==> config.mk <==
export PLATFORM = sky130hd
export DESIGN_NAME = lbs_front
export DESIGN_NICKNAME = d
export VERILOG_FILES = /design/src/sv/lbs_pkg.sv /design/src/sv/lbs_front.sv
export SDC_FILE = /design/constraint.sdc
export NUM_CORES = 1
export LEC_CHECK = 0
export ABC_AREA = 1
export BUFFER_PORTS_ARGS = -buffer_cell sky130_fd_sc_hd__buf_2
export CORE_AREA = 3 3 261 263
export DETAILED_ROUTE_END_ITERATION = 6
export DIE_AREA = 0 0 264 266
export GPL_TIMING_DRIVEN = 0
export HOLD_SLACK_MARGIN = 0.03
export PLACE_DENSITY_LB_ADDON = 0.1
export REMOVE_ABC_BUFFERS = 1
export SETUP_SLACK_MARGIN = 0.05
export SKIP_CTS_REPAIR_TIMING = 1
export SYNTH_ARGS = -nofsm -noshare
export SYNTH_HDL_FRONTEND = slang
export SYNTH_SLANG_ARGS = --single-unit
export TNS_END_PERCENT = 50
==> constraint.sdc <==
create_clock -name i_clk -period 14.6 [get_ports i_clk]
set_clock_uncertainty 0.15 [all_clocks]
set_input_delay 1.46 -clock i_clk [delete_from_list [all_inputs] [get_ports i_clk]]
set_output_delay 1.46 -clock i_clk [all_outputs]
set_load 0.005 [all_outputs]
==> src/sv/lbs_pkg.sv <==
`timescale 1ns / 1ps
// ----------------------------------------------------------------------------
// lbs_pkg
// Shared types and constants of the linear blend skinning block.
// ----------------------------------------------------------------------------
package lbs_pkg;

    localparam int DEF_MAX_JOINTS = 64;
    localparam int DEF_FRAC_BITS  = 16;
    localparam int WEIGHT_FRAC    = 15;
    localparam int MAT_ELEMS      = 12;
    localparam int QUEUE_DEPTH    = 4;
    localparam int QUEUE_PTR_W    = 2;

    // what the back end has to do with a queued word
    typedef enum logic [1:0] {
        K_LOAD,
        K_MIX,
        K_FLUSH
    } t_kind;

    typedef struct packed {
        t_kind              kind;
        logic [5:0]         joint;
        logic [3:0]         element;
        logic signed [31:0] value;
        logic signed [31:0] pos_x;
        logic signed [31:0] pos_y;
        logic signed [31:0] pos_z;
        logic [15:0]        weight;
        logic               last;
    } t_item;

    typedef struct packed {
        logic  valid;
        t_item item;
    } t_qword;

    typedef enum logic [1:0] {
        B_IDLE,
        B_RUN,
        B_DRAIN,
        B_EMIT
    } t_bstate;

endpackage

==> src/sv/lbs_front.sv <==
`timescale 1ns / 1ps
// ----------------------------------------------------------------------------
// lbs_front
// Input side: checks each word, drops the ones with no effect and queues the
// rest for the back end.
// ----------------------------------------------------------------------------
module lbs_front import lbs_pkg::*; #(
    parameter int MAX_JOINTS = DEF_MAX_JOINTS
) (
    input  logic               i_clk,
    input  logic               i_rst_n,
    input  logic               i_push,
    output logic               o_full,
    input  logic               i_command,
    input  logic [5:0]         i_joint,
    input  logic [3:0]         i_element,
    input  logic signed [31:0] i_value,
    input  logic signed [31:0] i_pos_x,
    input  logic signed [31:0] i_pos_y,
    input  logic signed [31:0] i_pos_z,
    input  logic [15:0]        i_weight,
    input  logic               i_last,
    output t_qword             o_head,
    input  logic               i_take
);

    t_item                  r_mem [QUEUE_DEPTH];
    logic [QUEUE_PTR_W-1:0] r_wr_ptr;
    logic [QUEUE_PTR_W-1:0] r_rd_ptr;
    logic [QUEUE_PTR_W:0]   r_count;
    logic [QUEUE_PTR_W-1:0] n_wr_ptr;
    logic [QUEUE_PTR_W-1:0] n_rd_ptr;
    logic [QUEUE_PTR_W:0]   n_count;

    logic  joint_ok;
    logic  keep;
    logic  push_en;
    logic  pop_en;
    t_item new_item;

    assign joint_ok = {26'd0, i_joint} < 32'(MAX_JOINTS);

    always_comb begin
        new_item.joint   = i_joint;
        new_item.element = i_element;
        new_item.value   = i_value;
        new_item.pos_x   = i_pos_x;
        new_item.pos_y   = i_pos_y;
        new_item.pos_z   = i_pos_z;
        new_item.weight  = i_weight;
        new_item.last    = i_last;
        new_item.kind    = K_LOAD;
        keep             = 1'b0;
        if (!i_command) begin
            new_item.kind = K_LOAD;
            keep          = joint_ok && (i_element < 4'(MAT_ELEMS));
        end else if (joint_ok) begin
            new_item.kind = K_MIX;
            keep          = 1'b1;
        end else begin
            // unknown joint still closes the vertex
            new_item.kind = K_FLUSH;
            keep          = i_last;
        end
    end

    assign o_full  = (r_count == (QUEUE_PTR_W + 1)'(QUEUE_DEPTH));
    assign push_en = i_push && !o_full && keep;
    assign pop_en  = i_take && (r_count != '0);

    assign o_head.valid = (r_count != '0);
    assign o_head.item  = r_mem[r_rd_ptr];

    always_comb begin
        n_wr_ptr = push_en ? r_wr_ptr + QUEUE_PTR_W'(1) : r_wr_ptr;
        n_rd_ptr = pop_en ? r_rd_ptr + QUEUE_PTR_W'(1) : r_rd_ptr;
        unique case ({push_en, pop_en})
            2'b10:   n_count = r_count + (QUEUE_PTR_W + 1)'(1);
            2'b01:   n_count = r_count - (QUEUE_PTR_W + 1)'(1);
            default: n_count = r_count;
        endcase
    end

    always_ff @(posedge i_clk) begin
        if (!i_rst_n) begin
            r_wr_ptr <= '0;
            r_rd_ptr <= '0;
            r_count  <= '0;
        end else begin
            r_wr_ptr <= n_wr_ptr;
            r_rd_ptr <= n_rd_ptr;
            r_count  <= n_count;
        end
    end

    always_ff @(posedge i_clk) begin
        if (push_en) begin
            r_mem[r_wr_ptr] <= new_item;
        end
    end

endmodule

==> metrics, run 1 <==
critical path, cell by cell inv_12, buf_16, o21ai_0, o22ai_1, buf_2; Max Clk Rate between 200 and 250 MHz; CTS tree done; Crit Path Class reg2out; Area Growth Syn to Fin 21.8%; Max VDD drop between 90 and 100 uV; crit path buf inv count 3; Slew Limit Fails 0; sequential-to-total area share from yosys stat between 80% and 90%; Remaining DRCs 0; Routed WL ~58000 um; pre-CTS worst setup slack just over 10 ns; post-synthesis mux area share 0%; sequential power share between 40 and 50%; vias in the first global route about 14000; setup slack after layout approximately 10 ns; worst hold path class reg2reg; Adder-Cell Fraction of Synth Area 0.350%; setup TNS 0 ns; worst slew pin tran 0.937 ns; num ports between 300 and 400; nets 2072; Seq cells post-synth between 600 and 700; Die Y about 270 um; synthesis warning total 0; P_sw between 1 and 1.5 mW; RSZ-0062 raised after global routing false; internal power 3.50 mW; post-synthesis compound-gate area fraction 10.9%; final hold vios 0; Post-Place Cells roughly 2700; H-tree Lvls 3; Non-Filler Instances 2834; Initial Util between 30% and 40%; Worst Path Required 12.99 ns; Detail Placement HPWL 33400 um; gpl congestion approximately 0.7; post-synthesis cell type count 21; CTS Buf Count between 70 and 80; Final setup viols 0; TritonRoute pass-1 iters 4; Worst setup SP type flop; power density over cell area about 170 nW/um^2; final global-route overflow total 0; XOR/XNOR Fraction of Synth Area 0%; Routed WL per cell approximately 20 um; fraction of layout cells with a size suffix above 1 between 20% and 30%; via density per instance ~5.0; post-route minimum period roughly 4.3 ns; Die X about 260 um; CP max FO 193; 1st-iter DRT viols between 600 and 700; largest net degree at the start of global routing around 190; clock slew at the register clock pins of the worst setup and hold paths 0.06 ns; # rows 94; Vias about 14000; Syn Area/Cell approximately 15 sq um; initial antenna violation count 14; Tot GR Track Use approximately 16%; Clock Latency Late Sink ~0.60 ns; first-pass GRT wire length 86700 um; worst relative slew slack a little under two fifths; combinational family with the most area after synthesis compound AO/OA/AOI/OAI gates; switch share 28.7%; outcome complete, no violations; Antenna Violating Nets Remaining 0; critical path capture point type output pin; Logic pwr share a little over a fifth; number of buffer cells added on primary ports 317; Max Root-Sink Buffers 3; post-route clock period utilization slightly below 30%; delay of the slowest critical-path stage 0.54 ns; Sink Count roughly 630; kind of cell adding the most delay to the critical path buffers and inverters; CTS root buffer clkbuf_16; total core area roughly 66000 sq um; clock group share of total power around 34%; post-synthesis instance total 1584; simple-gate area share of the yosys netlist between 5 and 6%; slowest CP cell inv_12; die area roughly 70000 sq um; Fillers roughly 6000; WP data arrival 2.64 ns; max_cap viols 0; leak pwr slightly below 10 nW; synthesized area between 20000 and 25000 sq um
## cells in the mapped netlist (all sizes together)
cell type    n  share of area [%]
ha           5               0.27
a21oi        4              0.085
nor2       320                5.1
nand2       14               0.22
nand3        7               0.15
dfxtp        9               0.76
o21ai      314                6.7
a21boi       1              0.032
conb         1              0.016
clkbuf      55               0.89
inv         22               0.37
fa           1              0.085
o22ai      156                4.1
edfxtp     624                 79
nand4        2              0.053
buf         49                1.8
## power by group through the flow
stage	combinational, mW	clock [mW]	sequential, mW
finish	1.03	1.69	2.20
detailed placement	1.06	0	2.24
global route	1.14	1.81	2.21
CTS	1.06	1.74	2.20
global placement	0.956	0	2.41
floorplan	0.467	0	2.31
## sequential cells by signal (all words and copies together), names as in the netlist, named ones only
signal	flops
r_count	3
r_mem	624
r_rd_ptr	2
r_wr_ptr	2
## worst register-to-register path: cells and delay by family, from the launching register on
family / cells / cell delay [ns]
buf+inv: 4 / 0.81
flops: 1 / 0.35
simple gates: 3 / 1.39
## layer usage
layer	global-route usage, %	share of wire, %	vias to the layer above	routed length [um]
met5	0	0.12	-	69
met4	5.35	2.7	10	1540
met3	4.77	6.4	119	3710
met2	26.6	48	333	28000
met1	20.5	43	7004	24700
li1	-	-	6656	-
## stage by stage
step           power (mW)  util (%)  hold WS [ns]  instance area, sq um
6_report             4.91      43.6         0.313                 28700
4_1_cts              5.00      43.6         0.309                 28700
3_5_place_dp         3.29      40.2         0.294                 26500
5_1_grt              5.16      43.6         0.338                 28700
3_3_place_gp         3.37      38.9         0.293                 25600
2_1_floorplan        2.78         -         0.272                 23000
## cells in the final DEF (no fill, tap or decap), drive strengths merged, types with 2 or more instances in the layout
master / count
nand2: 14
o21ai: 314
a21oi: 4
nand4: 2
bufinv: 4
clkinvlp: 3
inv: 26
nand3: 7
dfxtp: 9
clkinv: 34
buf: 353
nor2: 320
edfxtp: 624
clkbuf: 82
o22ai: 156
ha: 5
diode: 10
## final timing paths
kind | depth (start not counted) | from | endpoint | slack [ns]
max | 5 | flop | o_head[3] | 10.35
min | 1 | r_count[0] | r_count[0] | 0.31
max reg2reg | 7 | r_count[0] | r_mem[0][91] | 11.60
min reg2reg | 1 | r_count[0] | r_count[0] | 0.31
## cell type report
class                   instances  area, sq um  share of cell area (%)
inverters                      22          103                   0.357
clock inverters                45          373                    1.30
clock buffers                  82         1840                    6.40
multi-input cells             825         3990                    13.9
diodes                         10         25.0                  0.0871
repair buffers                353         2400                    8.34
flip-flops and latches        633        18900                    65.9
well taps                     864         1080                    3.76
## cells by family (layout without fill, tap and decap cells)
family	count (synthesis)	in the layout
other	1	11
buffers and inverters	126	502
AND/OR/NAND/NOR	343	343
AO/OA/AOI/OAI	475	475
adder cells (fa/ha/maj)	6	6
flip-flops	633	633
(Power assumes the default switching activity.)
==> run 2, diff against run 1 <==
Settings changed: ABC_AREA 1 to 0, CORE_AREA 3 3 261 263 to 3 3 258 260, DIE_AREA 0 0 264 266 to 0 0 261 263.
Clock period 14.6 ns to 3.5 ns, I/O delays scaled along.
==> run 2 against run 1 <==
  * Non-clock buffer count rose by 142
  * Synthesized area fell by 1.8%
  * Setup slack got worse by 9.9 ns
  * Total power rose to 4.3 times the previous value
  * Combinational power rose to 4.3 times the previous value
  * Clock power rose to 4.3 times the previous value
  * Via count fell by 23%
  * Final area rose by 3.7%
  * Clock-buffer cell count rose by 7
  * Hold slack got worse by 0.26 ns
  * Register-to-register slack got worse by 11 ns
  * Largest cell class unchanged
==> metrics, run 2 <==
Logic pwr share 21.1% (+0.2 points); power density over cell area 701 nW/um^2 (+310%); sequential power share 44.4% (-0.3 points); synthesis warning total 0 (unchanged); Vias 10800 (-23%); vias in the first global route 11200 (-20%); post-route minimum period between 3 and 4 ns; TritonRoute pass-1 iters 4 (unchanged); top cells by area, synth edfxtp_1, mux4_2, buf_12; post-route clock period utilization around 88%; via density per instance 4.69 (-5.9%); Clock Latency Late Sink 0.59 ns (about the same); die area 68600 sq um (-2.3%); clock slew at the register clock pins of the worst setup and hold paths 0.06 ns (about the same); Initial Util 36.0% (+0.18 points); Util after Layout 46.3% (+2.7 points); Post-synth EDFFs 624 (unchanged); Die Y 263 um (-1.1%); number of buffer cells added on primary ports 317 (unchanged); Worst Path Required 3.00 ns (-9.99 ns); Max Clk Rate around 330 MHz; Routed WL per cell 21.6 um (+5.3%); largest net degree at the start of global routing 54 (-72%); max_cap viols 0 (unchanged); Sink Count 633 (unchanged); Slew Limit Fails 0 (unchanged); post-synthesis cell type count 26 (+24%); first-pass GRT wire length 73300 um (-16%); most frequent cells in the layout edfxtp_1, buf_2, dlygate4sd3_1; total core area 64300 sq um (-2.3%); num ports 319 (unchanged); final hold vios 0 (unchanged); Syn Area/Cell 26.6 sq um (+79%); max reg flops 624 (unchanged); Tot GR Track Use 14.4% (-1.7 points); top_reg_cell synth edfxtp_1; CTS root buffer clkbuf_16; most common cell in the netlist edfxtp_1; final global-route overflow total 0 (unchanged); Detail Placement HPWL 29200 um (-13%); nets 1567 (-24%); top cells by count, synth edfxtp_1, mux4_2, buf_12, buf_2, dfxtp_1; Max VDD drop 442 uV (+350%); critical path capture point type output pin; pre-CTS worst setup slack 0.450 ns (-9.92 ns); 1st-iter DRT viols 584 (-15%); RSZ-0062 raised after global routing false; sequential-to-total area share from yosys stat 81.6% (+1.5 points); area leader, netlist edfxtp_1; Non-Filler Instances 2311 (-18%); P_sw 5.19 mW (+270%); Max Root-Sink Buffers 3 (unchanged); top-area cell type share of the netlist area 80.9% (+1.5 points); fraction of layout cells with a size suffix above 1 41.0% (+18 points); # rows 93 (-1.1%); Final setup viols 0 (unchanged); Area Growth Syn to Fin 28.6%; Post-Place Cells 2025 (-25%); Crit Path Class reg2out; setup slack after layout 0.430 ns (-9.92 ns); Remaining DRCs 0 (unchanged); CP max FO 33 (-83%); Die X 261 um (-1.1%); worst slew pin tran 0.756 ns (-0.182 ns); worst relative slew slack 49.6% (+12 points); WHS 0.0558 ns (-0.257 ns); commonest non-fill, non-tap cell in the layout edfxtp_1; setup TNS 0 ns (unchanged); internal power 15.7 mW (+350%); H-tree Lvls 3 (unchanged); Worst setup SP type flop; gpl congestion 0.658 (-5.7%); Largest Register r_mem; Seq cells post-synth 633 (unchanged); CTS Buf Count 71 (unchanged); synthesized area 23200 sq um (-1.8%); Final Cell Area 29800 sq um (+3.7%); leak pwr 9.98 nW (+0.46%); Largest regs r_mem: 624 flops, r_count: 3 flops; clock group share of total power 34.5% (about the same); switch share 24.8% (-3.9 points); WP data arrival 2.57 ns (-0.07 ns); Antenna Violating Nets Remaining 0 (unchanged); Area after DPL 26000 sq um (-2.0%); total power 20.9 mW (+330%); CTS tree done; initial antenna violation count 4 (-10); Routed WL 49800 um (-14%); worst hold path class in2reg; outcome complete, no violations; ys async rst share 0% (unchanged); post-synthesis instance total 870 (-45%)
## run 2: metal layers
| layer | up-vias | global-route usage [%] | routed length [um] |
|---|---|---|---|
| li1 | 4833 | - | - |
| met1 | 5658 | 18.5 | 20700 |
| met2 | 253 | 23.3 | 24900 |
| met3 | 91 | 4.29 | 2850 |
| met4 | 4 | 5.03 | 1270 |
| met5 | - | 0 | 27 |
## run 2: final cells by class
cell class / instances / area (sq um)
Sequential cell: 633 / 18900
Antenna cell: 2 / 5.00
Clock inverter: 37 / 412
Multi-Input combinational cell: 192 / 3810
Clock buffer: 89 / 1840
Timing Repair Buffer: 495 / 3710
Tap cell: 855 / 1070
Inverter: 8 / 30.0
Fill cell: 5429 / 34500
## run 2: logic make-up (layout without fill, tap and decap cells)
group	Yosys count	after routing	synth area share (%)
compound gates	6	6	0.216
xor+xnor	4	4	0.151
fa+ha+maj	6	6	0.356
buf+inv	45	629	1.98
flops	633	633	81.6
mux	158	158	15.2
other cells	1	3	0.0162
simple gates	17	17	0.410
## run 2: critical path: stages (launching register included)
cell and delay [ns]:
dfxtp_4 0.66, buf_16 0.27, buf_16 0.29, mux4_2 0.55, buf_2 0.16
## run 2: final timing paths
| check | start | endpoint | slack, ns | depth (start not counted) |
|---|---|---|---|---|
| max reg2reg | r_count[0] | r_mem[0][23] | 0.53 | 5 |
| max | flop | o_head[144] | 0.43 | 4 |
| min reg2reg | r_wr_ptr[0] | r_wr_ptr[0] | 0.36 | 2 |
| min | i_push | r_wr_ptr[0] | 0.06 | 4 |
## run 2: power by group through the flow
stage	sequential [mW]	combinational [mW]	clock (mW)
after CTS	9.36	4.36	7.48
final	9.28	4.40	7.21
after global placement	9.92	2.96	0
after detailed placement	9.51	4.35	0
after global routing	9.34	4.81	7.79
after floorplan	9.70	1.91	0
==> run 3, diff against run 2 <==
Settings changed: CORE_AREA 3 3 258 260 to 3 3 245 247, DIE_AREA 0 0 261 263 to 0 0 248 250.
==> run 3 against run 2 <==
  * Sequential share of layout area rose by 0.70 points
  * Non-clock buffer count fell by 1
  * Highest routed layer unchanged
  * Global-route usage rose by 0.83 points
==> metrics, run 3 (synthesis results as in run 2) <==
outcome complete, no violations; CTS root buffer clkbuf_16; sequential power share 45.8% (+1.4 points); Antenna Violating Nets Remaining 0 (unchanged); leak pwr 9.88 nW (-0.98%); Final setup viols 0 (unchanged); max reg flops 624 (unchanged); max_cap viols 0 (unchanged); Initial Util 40.1% (+4.1 points); Area Growth Syn to Fin 27.2%; initial antenna violation count 3 (-1); setup TNS 0 ns (unchanged); Largest Register r_mem; H-tree Lvls 3 (unchanged); Levels on crit path 4 (unchanged); CTS Buf Count 68 (-4.2%); vias in the first global route 10900 (-2.1%); Post-Place Cells 1934 (-4.5%); Detail Placement HPWL 28300 um (-3.1%); total core area 57800 sq um (-10%); nets 1563 (-0.26%); worst relative slew slack 47.7% (-2.0 points); Sink Count 633 (unchanged); 1st-iter DRT viols 519 (-11%); worst slew pin tran 0.785 ns (+0.0293 ns); P_sw 5.09 mW (-1.9%); post-route minimum period 3.20 ns (+0.127 ns); delay of the slowest critical-path stage 0.68 ns (+0.02 ns); Remaining DRCs 0 (unchanged); CP max FO 35 (+6.1%); post-route clock period utilization 91.3% (+3.6 points); Util after Layout 51.0% (+4.7 points); final hold vios 0 (unchanged); Crit Path Class reg2out; RSZ-0062 raised after global routing false; Max Clk Rate 313 MHz (-4.0%); worst r2r path cells 5 (unchanged); WP data arrival 2.70 ns (+0.13 ns); pre-CTS worst setup slack 0.374 ns (-0.0755 ns); Worst Path Required 3.00 ns (about the same); Tot GR Track Use 15.2% (+0.83 points); die area 62000 sq um (-9.7%); critical path capture point type output pin; gpl congestion 0.670 (+1.9%); TritonRoute pass-1 iters 6 (+2); switch share 25.1% (+0.27 points); first-pass GRT wire length 69800 um (-4.7%); Final Cell Area 29500 sq um (-1.1%); Non-Filler Instances 2217 (-4.1%); power density over cell area 688 nW/um^2 (-1.9%); WHS 0.0643 ns (+0.00852 ns); crit path buf inv count 3 (unchanged); Vias 10800 (-0.41%); Clock Latency Late Sink 0.58 ns (about the same); met3 Use GR 4.81% (+0.52 points); CP dominant cell by count buf_16; Worst setup SP type flop; Slew Limit Fails 0 (unchanged); # rows 88 (-5.4%); internal power 15.2 mW (-3.3%); worst hold path class in2reg; Max VDD drop 452 uV (+2.4%); Logic pwr share 21.7% (+0.6 points); slowest CP cell dfxtp_4; CTS tree done; GR peak layer met2; clock group share of total power 32.6% (-1.9 points); commonest non-fill, non-tap cell in the layout edfxtp_1; critical path, cell by cell buf_16, buf_16, mux4_2, buf_2; Max Root-Sink Buffers 3 (unchanged); Hold Path Depth 4 (unchanged); Die Y 250 um (-4.9%); Die X 248 um (-5.0%); Routed WL 47900 um (-3.8%); fraction of layout cells with a size suffix above 1 40.7% (-0.24 points); num ports 319 (unchanged); number of buffer cells added on primary ports 317 (unchanged); total power 20.3 mW (-3.0%); clock slew at the register clock pins of the worst setup and hold paths 0.06 ns (about the same); final global-route overflow total 0 (unchanged); setup slack after layout 0.303 ns (-0.127 ns); GR Layer Usage met2 24.9% (+1.6 points); largest net degree at the start of global routing 54 (unchanged); Largest regs r_mem: 624 flops, r_count: 3 flops; most frequent cells in the layout edfxtp_1, buf_2, dlygate4sd3_1; Routed WL per cell 21.6 um (+0.30%); kind of cell adding the most delay to the critical path buffers and inverters; Area after DPL 25800 sq um (-0.48%); via density per instance 4.87 (+3.8%); met1 usage 19.3% (+0.79 points)
-- run 3: metal layers --
metal | vias up | routed length [um]
li1 | 4825 | -
met3 | 64 | 3060
met5 | - | 7
met2 | 254 | 24300
met1 | 5650 | 19600
met4 | 2 | 928
-- run 3: power by group through the flow --
stage	Combinational (mW)	Sequential [mW]	Clock, mW
6_report	4.39	9.28	6.60
5_1_grt	4.78	9.34	7.16
4_1_cts	4.32	9.34	6.84
3_5_place_dp	4.31	9.50	0
3_3_place_gp	2.94	9.90	0
2_1_floorplan	1.91	9.70	0
-- run 3: area by class of cell --
type                    instances  area, sq um
multi-input cells             192         3810
clock inverters                35          239
well taps                     765          957
fillers                      4689        28300
flip-flops and latches        633        18900
repair buffers                494         3700
diodes                          4         10.0
inverters                       8         30.0
clock buffers                  86         1810
-- run 3: final timing paths --
check | startpoint | to | slack (ns)
worst max-delay path | flop | o_head[153] | 0.30
worst min-delay path | i_push | r_wr_ptr[0] | 0.06
worst max register to register | r_count[0] | r_mem[0][95] | 0.42
worst min register to register | r_wr_ptr[0] | r_wr_ptr[0] | 0.36
-- run 3: worst min-delay path, cell delays in order --
cell      delay, ns
buf_2          0.09
inv_1          0.06
a311oi_2       0.10
mux2i_1        0.14
